## src/rtl/ius_pkg.sv

```systemverilog
// ----------------------------------------------------------------------------
// ius_pkg
// Shared widths, request codes and types for the interval union/difference core.
// ----------------------------------------------------------------------------
`default_nettype none

package ius_pkg;

  localparam int TIME_W            = 64;
  localparam int MAX_INTERVALS_DEF = 32;
  localparam int OPCODE_W          = 2;
  localparam int IN_TDATA_W        = 136;
  localparam int OUT_TDATA_W       = 128;
  localparam int OUT_TUSER_W       = 2;

  localparam logic [OPCODE_W-1:0] OP_LOAD_A = 2'd0;
  localparam logic [OPCODE_W-1:0] OP_LOAD_B = 2'd1;
  localparam logic [OPCODE_W-1:0] OP_RUN    = 2'd2;

  typedef logic [TIME_W-1:0] time_t;

  typedef struct packed {
    time_t span_end;
    time_t span_start;
  } span_t;

  typedef struct packed {
    time_t x;
    time_t y;
  } cmp_req_t;

  typedef struct packed {
    logic  lt;
    time_t mx;
  } cmp_rsp_t;

endpackage

`default_nettype wire

```

## src/rtl/ius_cmp.sv

```systemverilog
// ----------------------------------------------------------------------------
// ius_cmp
// Shared 64-bit compare unit: less-than flag and maximum of two operands.
// ----------------------------------------------------------------------------
`default_nettype none

module ius_cmp (
  input  wire ius_pkg::cmp_req_t req,
  output      ius_pkg::cmp_rsp_t rsp
);

  import ius_pkg::*;

  logic lt;

  assign lt     = req.x < req.y;
  assign rsp.lt = lt;
  assign rsp.mx = lt ? req.y : req.x;

endmodule

`default_nettype wire

```

## config.mk

```make
export PLATFORM = sky130hd
export DESIGN_NAME = ius_cmp
export DESIGN_NICKNAME = d
export VERILOG_FILES = /design/src/rtl/ius_pkg.sv /design/src/rtl/ius_cmp.sv
export SDC_FILE = /design/constraint.sdc
export NUM_CORES = 1
export LEC_CHECK = 0
export ABC_AREA = 0
export BUFFER_PORTS_ARGS = -buffer_cell sky130_fd_sc_hd__buf_4
export CAP_MARGIN = 25
export CORE_MARGIN = 4
export CORE_UTILIZATION = 39
export DETAILED_ROUTE_END_ITERATION = 8
export PLACE_DENSITY = 0.84
export RECOVER_POWER = 50
export SLEW_MARGIN = 20
export SYNTH_ARGS = -nofsm -noshare
export SYNTH_HDL_FRONTEND = slang
export SYNTH_SLANG_ARGS = --single-unit
```

## constraint.sdc

```tcl
create_clock -name vclk -period 2.35
set_input_delay 0.235 -clock vclk [all_inputs]
set_output_delay 0.235 -clock vclk [all_outputs]
set_load 0.02 [all_outputs]
```

# Word level (Yosys, flattened, before mapping)
# Index checks and enable logic that the tools add are counted.
# totals
reg_bits	0
elab_cells	2
# classes
order_cmp	1
n_mux	1
# ops
cell	n
$lt A64 B64 Y1	1
$mux W64	1

# Longest topological paths before layout
# Gate-level depths: netlist of run 1.
# logic_depth
depth_word	2
ltp_mapped	12
ltp_nobuf	9

# Least setup slack after synthesis of run 1
# No wires, ideal clock.
# synth_timing
path_kind	in2out
startpoint	input port req[14] in the netlist's numbering
endpoint	output port rsp[14] in the netlist's numbering
arrival_ns	2.066
path_slack_ns	0.049
path_stages	11
path_buffers	2
cell_sequence	inv_1 > ha_1 > nand4_1 > nor3_2 > a2111oi_4 > o211ai_1 > o211ai_2 > nand2_1 > buf_6 > buf_6 > mux2_4
# synth_rtl
item	line_no	rtl
start: declaration	ius_cmp.sv:8	input wire ius_pkg::cmp_req_t req,
end: declaration	ius_cmp.sv:9	output ius_pkg::cmp_rsp_t rsp

==> summary.txt, run 1 <==
STA
  – Worst slew margin: around 81%
  – Final Hold Fails: 0
  – Unrepaired setup endpoints after global routing: true
  – Final worst path period need: around 2800 ps
  – Slew @ Worst Pin: between 200 and 300 ps
  – FMAX: roughly 0.36 GHz
  – Slew Limit Fails: 0
  – Post-route setup TNS: -20510 ps
  – Final setup viols: 65
  – Final period util: 117%
  – Final WS setup: -407 ps

Logic synthesis
  – Yosys cell types: 32
  – Syn avg cell area: between 8 and 9 µm²
  – Cells after Synth: roughly 300
  – Post-synthesis sequential area ratio: 0%
  – Syn nets: 490
  – Netlist Area Pre-Place: 2610 µm²
  – Yosys warning count: 0

Global route
  – First-pass GRT wire length: approximately 15000 µm
  – Largest net degree at the start of global routing: 24
  – Vias in the first global route: roughly 3400
  – Congestion Overflow GR: 0
  – Initial antenna violation count: 0
  – GRT Total Usage: between 20% and 30%

Cells and area
  – Net count, final: about 700
  – Layout cells sized above 1: 74.2%
  – Final std cells w/o fill: 596
  – # clk buffers: 0
  – Seq cells: 0
  – Register Area: 0 µm²
  – Ant. Diodes: 0
  – Area grow syn2layout: 110%

Critical path
  – Crit. End Element: output port
  – WS Path Type: in -> out
  – Critical Path Start Type: input port
  – Arrival @ worst endpoint: roughly 2500 ps
  – CP Max Fanout: 6
  – CP Data Required Time: 2120 ps

Worst hold path
  – Hold_sp: req[82]
  – Worst min-delay path class: in -> out
  – Hold worst-path end: rsp[18]
  – Hold Path Cell Cnt: 3

Outcome
  – Failing checks: negative setup slack
  – Outcome: finished, violations left

Placed design
  – GPL Wtd Cong: 0.800
  – Post-detail-place hpwl: between 7000 and 8000 µm
  – Setup WS pre-CTS: -440 ps
  – Number of I/O port buffers: about 190
  – Dpl cells: roughly 580

Drt
  – Post-DR wirelength/cell: around 20 µm
  – Vias post-DR: between 3000 and 4000
  – Post-DR vias/cell: 5.43
  – DRC viols: 0
  – Initial DRT Pass Iterations: 4
  – Post-DRT Antenna Nets: 0
  – DRT iter0 DRCs: 75
  – Drt total wl: 11900 µm

Floorplanning
  – Die W: roughly 90 µm
  – Io pins: approximately 190
  – Die ar.: roughly 8000 µm²
  – Initial core utilization: between 40% and 50%
  – Die Ht: ~90 µm
  – Core ar.: 6420 µm²
  – Row cnt: 29

Pwr
  – Pwr Density: ~310 nW/µm²
  – Largest vdd supply drop: between 0.0002 and 0.00025 V
  – LEAKAGE: about 2.8 nW

Flow run
  – Max-cap violations: 0
-- how the worst max path moves through the flow --
stage | from | endpoint | slack [ps] | depth (start not counted)
2_1_floorplan | req[14] | rsp[14] | 50 | 11
3_3_place_gp | req[55] | rsp[38] | -450 | 12
3_5_place_dp | req[60] | rsp[13] | -440 | 12
4_1_cts | req[58] | rsp[34] | -340 | 13
5_1_grt | req[51] | rsp[62] | -480 | 14
6_report | req[51] | rsp[62] | -410 | 14
-- logic make-up after synthesis --
group           share of synthesized area (%)
fa+ha+maj                                30.2
buf+inv                                  12.3
mux                                      34.6
compound gates                           14.3
simple gates                             8.58
-- synth_stat cells --
master / count / area, µm²
a211oi_1: 4 / 30.0
nor2_1: 5 / 18.8
nand2_1: 18 / 67.6
mux2_4: 49 / 736
mux2_2: 15 / 169
a2111oi_4: 1 / 27.5
nor4_2: 2 / 25.0
buf_6: 6 / 67.6
a221oi_1: 1 / 8.76
o211ai_2: 1 / 12.5
a21boi_1: 2 / 15.0
o21ai_0: 10 / 50.1
o211ai_1: 3 / 22.5
buf_2: 1 / 5.00
inv_1: 64 / 240
nor2b_1: 1 / 6.26
a21oi_1: 24 / 120
ha_1: 63 / 788
a21o_1: 7 / 52.6
nand4_1: 6 / 37.5
nor3_1: 1 / 5.00
and4_1: 3 / 26.3
o21ai_1: 1 / 5.00
o21a_1: 1 / 7.51
a22oi_1: 1 / 7.51
nor3_2: 1 / 10.0
or2_1: 1 / 6.26
a2bb2oi_1: 1 / 8.76
nand3_1: 3 / 15.0
a31oi_1: 1 / 6.26
buf_4: 1 / 7.51
and3_1: 1 / 6.26
-- through the flow --
stage	hold WS (ps)	util, %	total power [mW]	cell area (µm²)
finish	792	85.4	1.71	5480
global route	796	85.4	1.81	5480
CTS	781	74.8	1.45	4800
detailed placement	804	66.4	1.24	4270
global placement	803	66.4	1.21	4270
floorplan	629	-	0.729	2610
-- worst max-delay path, stage by stage --
cell and delay [ps]:
buf_4 110, inv_1 90, ha_4 220, a21oi_2 210, o21ai_2 120, a221oi_2 270, a21oi_2 100, a211oi_4 160
buf_6 170, nand2_8 90, buf_12 160, buf_16 140, mux2_4 310, buf_6 130
-- area by class of cell --
cell class,count,area [µm²]
Tap cell,77,96.3
Inverter,64,263
Timing Repair Buffer,227,2190
Multi-Input combinational cell,228,2930
Fill cell,320,938
-- repair_timing --
action | 4_1_cts | 5_1_grt
pin swaps | 23 | 39
hold buffers | 0 | 0
setup buffers | 6 | 5
cloned | 3 | 4
endpoints found under the hold margin | 0 | 0
setup endpoints to repair | 65 | 65
gates resized for setup | 88 | 133
-- layer usage --
| metal | vias to the layer above | GRT usage [%] | part of all wire (%) |
|---|---|---|---|
| li1 | 1512 | - | - |
| met1 | 1529 | 20.7 | 32 |
| met2 | 159 | 48.2 | 58 |
| met3 | 36 | 4.84 | 6.7 |
| met4 | 0 | 4.34 | 3.5 |
| met5 | - | 0 | 0 |
-- cells in the final DEF (no fill, tap or decap), drive strengths merged, types with 3 or more instances in the layout --
cell    netlist  layout
o211ai        4       4
ha           63      63
mux2         64      64
nand3         3       3
nor2          5       5
and4          3       3
a21o          7       7
a21oi        24      24
o21ai        11      11
nand2        18      19
inv          64      64
a211oi        4       4
nand4         6       6
buf           8     225
-- where the power goes --
part | internal [mW] | switching, mW
logic | 0.966 | 0.744
clock network | 0 | 0
registers | 0 | 0
total | 0.966 | 0.744
(Power assumes the default switching activity.)
==> run 2: changes to the inputs <==
- MAX_ROUTING_LAYER: unset -> met4
==> run 2 against run 1 <==
  * The flow still finishes with violations (negative setup slack)
  * Sequential cell count is the same
  * Hold slack lost 7.0 ps
  * Cell count shrank 0.67%
  * Combinational power is essentially flat
  * Via count shrank 0.19%
  * Wire length shrank 1.2%
  * First-iteration DRC count shrank 19%
  * Largest cell class unchanged
  * Highest routed layer unchanged
==> summary.txt, run 2 (same netlist as run 1, synthesis figures left out) <==
Pwr
  – Total power: between 1.5 and 2 mW
  – Pwr Density: 312 nW/µm²
  – LEAKAGE: around 2.8 nW
  – Largest vdd supply drop: between 0.0002 and 0.00025 V

Placed design
  – Area post-placement: ~4300 µm²
  – Number of I/O port buffers: a little under 200
  – Setup WS pre-CTS: -440 ps
  – Post-detail-place hpwl: ~8000 µm
  – Dpl cells: between 500 and 600
  – GPL Wtd Cong: ~0.81

Worst hold path
  – Hold worst-path end: rsp[59]
  – Worst min-delay path class: in -> out
  – Hold_sp: req[123]
  – Hold Path Cell Cnt: 3

Drt
  – DRC viols: 0
  – Drt total wl: about 12000 µm
  – Post-DR vias/cell: 5.46
  – Initial DRT Pass Iterations: 5
  – Vias post-DR: approximately 3200
  – DRT iter0 DRCs: 61
  – Post-DRT Antenna Nets: 0
  – Post-DR wirelength/cell: 19.8 µm

Floorplanning
  – Die W: between 80 and 90 µm
  – Io pins: around 190
  – Row cnt: 29
  – Die Ht: between 80 and 90 µm
  – Core ar.: 6420 µm²
  – Die ar.: just over 8000 µm²
  – Initial core utilization: between 40% and 50%

Critical path
  – CP Data Required Time: ~2100 ps
  – Arrival @ worst endpoint: ~2500 ps
  – WS Path Type: in -> out
  – Critical Path Start Type: input port
  – CP Max Fanout: 8
  – Crit. End Element: output port

Cells and area
  – Commonest non-fill, non-tap cell in the layout: buf_4
  – Fillers: between 300 and 400
  – Area grow syn2layout: 108%
  – Ant. Diodes: 0
  – Net count, final: between 700 and 800
  – Multi-input logic area: a little under 3000 µm²
  – Finished Cell Area: roughly 5400 µm²
  – Core Util, Final: a little over four fifths
  – Seq cells: 0
  – Register Area: 0 µm²
  – Commonest cells after routing, fill and taps aside: buf_4, buf_6, mux2_4, inv_1, ha_1
  – Layout cells sized above 1: between 70% and 80%
  – Final std cells w/o fill: between 500 and 600
  – # clk buffers: 0

Global route
  – GRT Total Usage: between 20% and 30%
  – Congestion Overflow GR: 0
  – Largest net degree at the start of global routing: 24
  – Initial antenna violation count: 0
  – First-pass GRT wire length: 15300 µm
  – Vias in the first global route: between 3000 and 4000

Outcome
  – Outcome: finished, violations left
  – Failing checks: negative setup slack

STA
  – Post-route setup TNS: -19290 ps
  – Final WS setup: -392 ps
  – Final setup viols: 65
  – Unrepaired setup endpoints after global routing: true
  – Slew Limit Fails: 0
  – Final period util: 117%
  – Worst slew margin: approximately 80%
  – Final worst path period need: about 2700 ps
  – FMAX: 0.365 GHz
  – Slew @ Worst Pin: approximately 300 ps
  – Hold slack: 785 ps
  – Final Hold Fails: 0

Flow run
  – Max-cap violations: 0
[run 2: power breakdown]
| group | switching [mW] | internal, mW |
|---|---|---|
| Sequential | 0 | 0 |
| Clock | 0 | 0 |
| Combinational | 0.738 | 0.957 |
| Total | 0.738 | 0.957 |
[run 2: metal layers]
metal | GRT usage, % | share of wire (%) | vias to the layer above
met3 | 3.84 | 7.1 | 32
li1 | - | - | 1498
met2 | 48.0 | 58 | 164
met1 | 21.1 | 31 | 1536
met5 | - | 0 | -
met4 | 4.60 | 3.4 | 0
[run 2: how the worst max path moves through the flow]
| stage | endpoint | depth (start not counted) | start | slack [ps] |
|---|---|---|---|---|
| after global routing | rsp[62] | 13 | req[55] | -530 |
| final | rsp[61] | 13 | req[63] | -390 |
| after detailed placement | rsp[13] | 12 | req[60] | -440 |
| after CTS | rsp[34] | 13 | req[58] | -340 |
| after floorplan | rsp[14] | 11 | req[14] | 50 |
| after global placement | rsp[38] | 12 | req[55] | -450 |
[run 2: critical path, cell delays in order]
cell	delay [ps]
buf_4	90
inv_1	30
ha_1	320
a21oi_2	170
o211ai_1	150
a21oi_2	150
a22oi_2	110
a211oi_4	320
nand2_8	160
buf_12	170
buf_16	140
mux2_4	300
buf_6	130
[run 2: cell type report]
cell class / instances / share of cell area [%]
inverters: 64 / 4.88
well taps: 77 / 1.77
repair buffers: 224 / 39.5
multi-input cells: 227 / 53.8
[run 2: what timing repair did]
item | 4_1_cts | 5_1_grt
setup endpoints to repair | 65 | 65
gates cloned | 3 | 1
buffers inserted | 6 | 4
hold buffers | 0 | 0
gates resized for setup | 88 | 142
pin swaps | 23 | 40
==> run 3: changes to the inputs <==
- CORE_UTILIZATION: 39 -> 40
- PLACE_DENSITY: 0.84 -> 0.83
- clock period: 2.35 -> 3.15 ns (I/O delays scaled with it)
==> run 3 against run 2 <==
  * The run now ends clean
  * Critical path depth decreased by 1
  * Worst setup slack improved by 540 ps
  * Power decreased by 48%
  * Hold slack improved by 180 ps
  * Largest power group unchanged
  * Global-route usage decreased by 2.8 points
  * Cell count decreased by 4.6%
  * Design area decreased by 25%
  * Combinational power decreased by 48%
  * Sequential cell count unchanged
  * First-iteration DRC count decreased by 34%
  * Non-clock buffer count decreased by 27
  * Largest cell class unchanged
  * Die area decreased by 2.3%
  * Critical path type unchanged
==> summary.txt, run 3 (same netlist as run 1, synthesis figures left out) <==
Pwr
  – Pwr Density: between 200 and 250 nW/µm²
  – LEAKAGE: about 2.4 nW
  – Largest vdd supply drop: 0.000131 V

Floorplanning
  – Row cnt: 29
  – Core ar.: between 6000 and 7000 µm²
  – Die ar.: between 7000 and 8000 µm²
  – Die Ht: around 89 µm
  – Io pins: between 150 and 200
  – Initial core utilization: 41.1%
  – Die W: between 80 and 90 µm

Global route
  – Congestion Overflow GR: 0
  – Largest net degree at the start of global routing: 23
  – Initial antenna violation count: 0
  – Vias in the first global route: between 3000 and 4000
  – First-pass GRT wire length: between 10000 and 15000 µm
  – GRT Total Usage: about a fifth

Cells and area
  – Register Area: 0 µm²
  – Net count, final: around 680
  – Commonest non-fill, non-tap cell in the layout: buf_4
  – Ant. Diodes: 0
  – Seq cells: 0
  – Area grow syn2layout: 56.9%
  – # clk buffers: 0
  – Fillers: 568
  – Layout cells sized above 1: 54.5%
  – Commonest cells after routing, fill and taps aside: buf_4, inv_1, ha_1, mux2_4, a21oi_1

STA
  – Unrepaired setup endpoints after global routing: false
  – Final worst path period need: roughly 3000 ps
  – Final WS setup: between 150 and 200 ps
  – Post-route setup TNS: 0 ps
  – Slew Limit Fails: 0
  – Final period util: between 90% and 100%
  – Worst slew margin: approximately 77%
  – Final setup viols: 0
  – FMAX: approximately 0.33 GHz
  – Slew @ Worst Pin: approximately 350 ps
  – Final Hold Fails: 0

Critical path
  – WS Path Type: in -> out
  – CP Max Fanout: 8
  – Arrival @ worst endpoint: roughly 2700 ps
  – CP Data Required Time: between 2000 and 3000 ps
  – Critical Path Start Type: input port
  – Crit. End Element: output port

Placed design
  – Setup WS pre-CTS: roughly 140 ps
  – Post-detail-place hpwl: a little under 8000 µm
  – Number of I/O port buffers: slightly below 200
  – GPL Wtd Cong: 0.835

Drt
  – Vias post-DR: about 2800
  – DRC viols: 0
  – Post-DRT Antenna Nets: 0
  – Initial DRT Pass Iterations: 4
  – Drt total wl: between 8000 and 9000 µm
  – Post-DR wirelength/cell: 14.7 µm
  – Post-DR vias/cell: between 4 and 5
  – DRT iter0 DRCs: 40

Clock network
  – Post-CTS sizing: 0
  – CTS hold repair buffers: 0
  – Setup bufs post-CTS: 0

Outcome
  – Outcome: finished, final reports clean

Worst hold path
  – Hold worst-path end: rsp[27]
  – Hold_sp: req[27]
  – Hold Path Cell Cnt: 3
  – Worst min-delay path class: in -> out

Flow run
  – Max-cap violations: 0
[run 3: through the flow]
| step | power [mW] | instances | hold slack [ps] | area [µm²] | utilization (%) |
|---|---|---|---|---|---|
| 6_report | 0.882 | 565 | 964 | 4100 | 64.5 |
| 5_1_grt | 0.953 | 565 | 973 | 4100 | 64.5 |
| 4_1_cts | 0.912 | 565 | 966 | 4150 | 65.4 |
| 3_5_place_dp | 0.909 | 565 | 966 | 4150 | 65.4 |
| 3_3_place_gp | 0.886 | 565 | 963 | 4150 | 65.4 |
| 2_1_floorplan | 0.544 | 299 | 789 | 2610 | - |
[run 3: routing by layer]
layer / routed length (µm) / up-vias / GRT usage [%]
met5: 0 / - / -
met4: 95 / 0 / 2.06
met3: 637 / 8 / 1.30
met2: 4740 / 120 / 42.6
met1: 2850 / 1247 / 19.7
li1: - / 1439 / -
[run 3: worst max-delay path, stage by stage]
cell and delay (ps):
buf_4 80, inv_1 30, ha_1 290, nand4_1 150, nor4_2 390, a221oi_1 140
a21oi_1 240, a211oi_2 90, nand2_4 190, buf_2 260, mux2_4 330, buf_4 160
[run 3: worst max-delay path by stage]
stage / start / endpoint / cells after the start
floorplan: req[14] / rsp[14] / 11
finish: req[60] / rsp[29] / 12
detailed placement: req[55] / rsp[29] / 12
global route: req[60] / rsp[29] / 11
global placement: req[53] / rsp[39] / 12
CTS: req[55] / rsp[29] / 12
[run 3: cell type report]
cell class         instances  area (µm²)  share of cell area (%)
well taps                 77        96.3                    2.35
multi-input cells        227        2300                    56.0
repair buffers           197        1460                    35.7
inverters                 64         240                    5.86
[run 3: where the power goes]
group          internal, mW  switching [mW]  total [mW]
Clock                     0               0           0
Sequential                0               0           0
Combinational         0.468           0.414       0.882
Total                 0.468           0.414       0.882
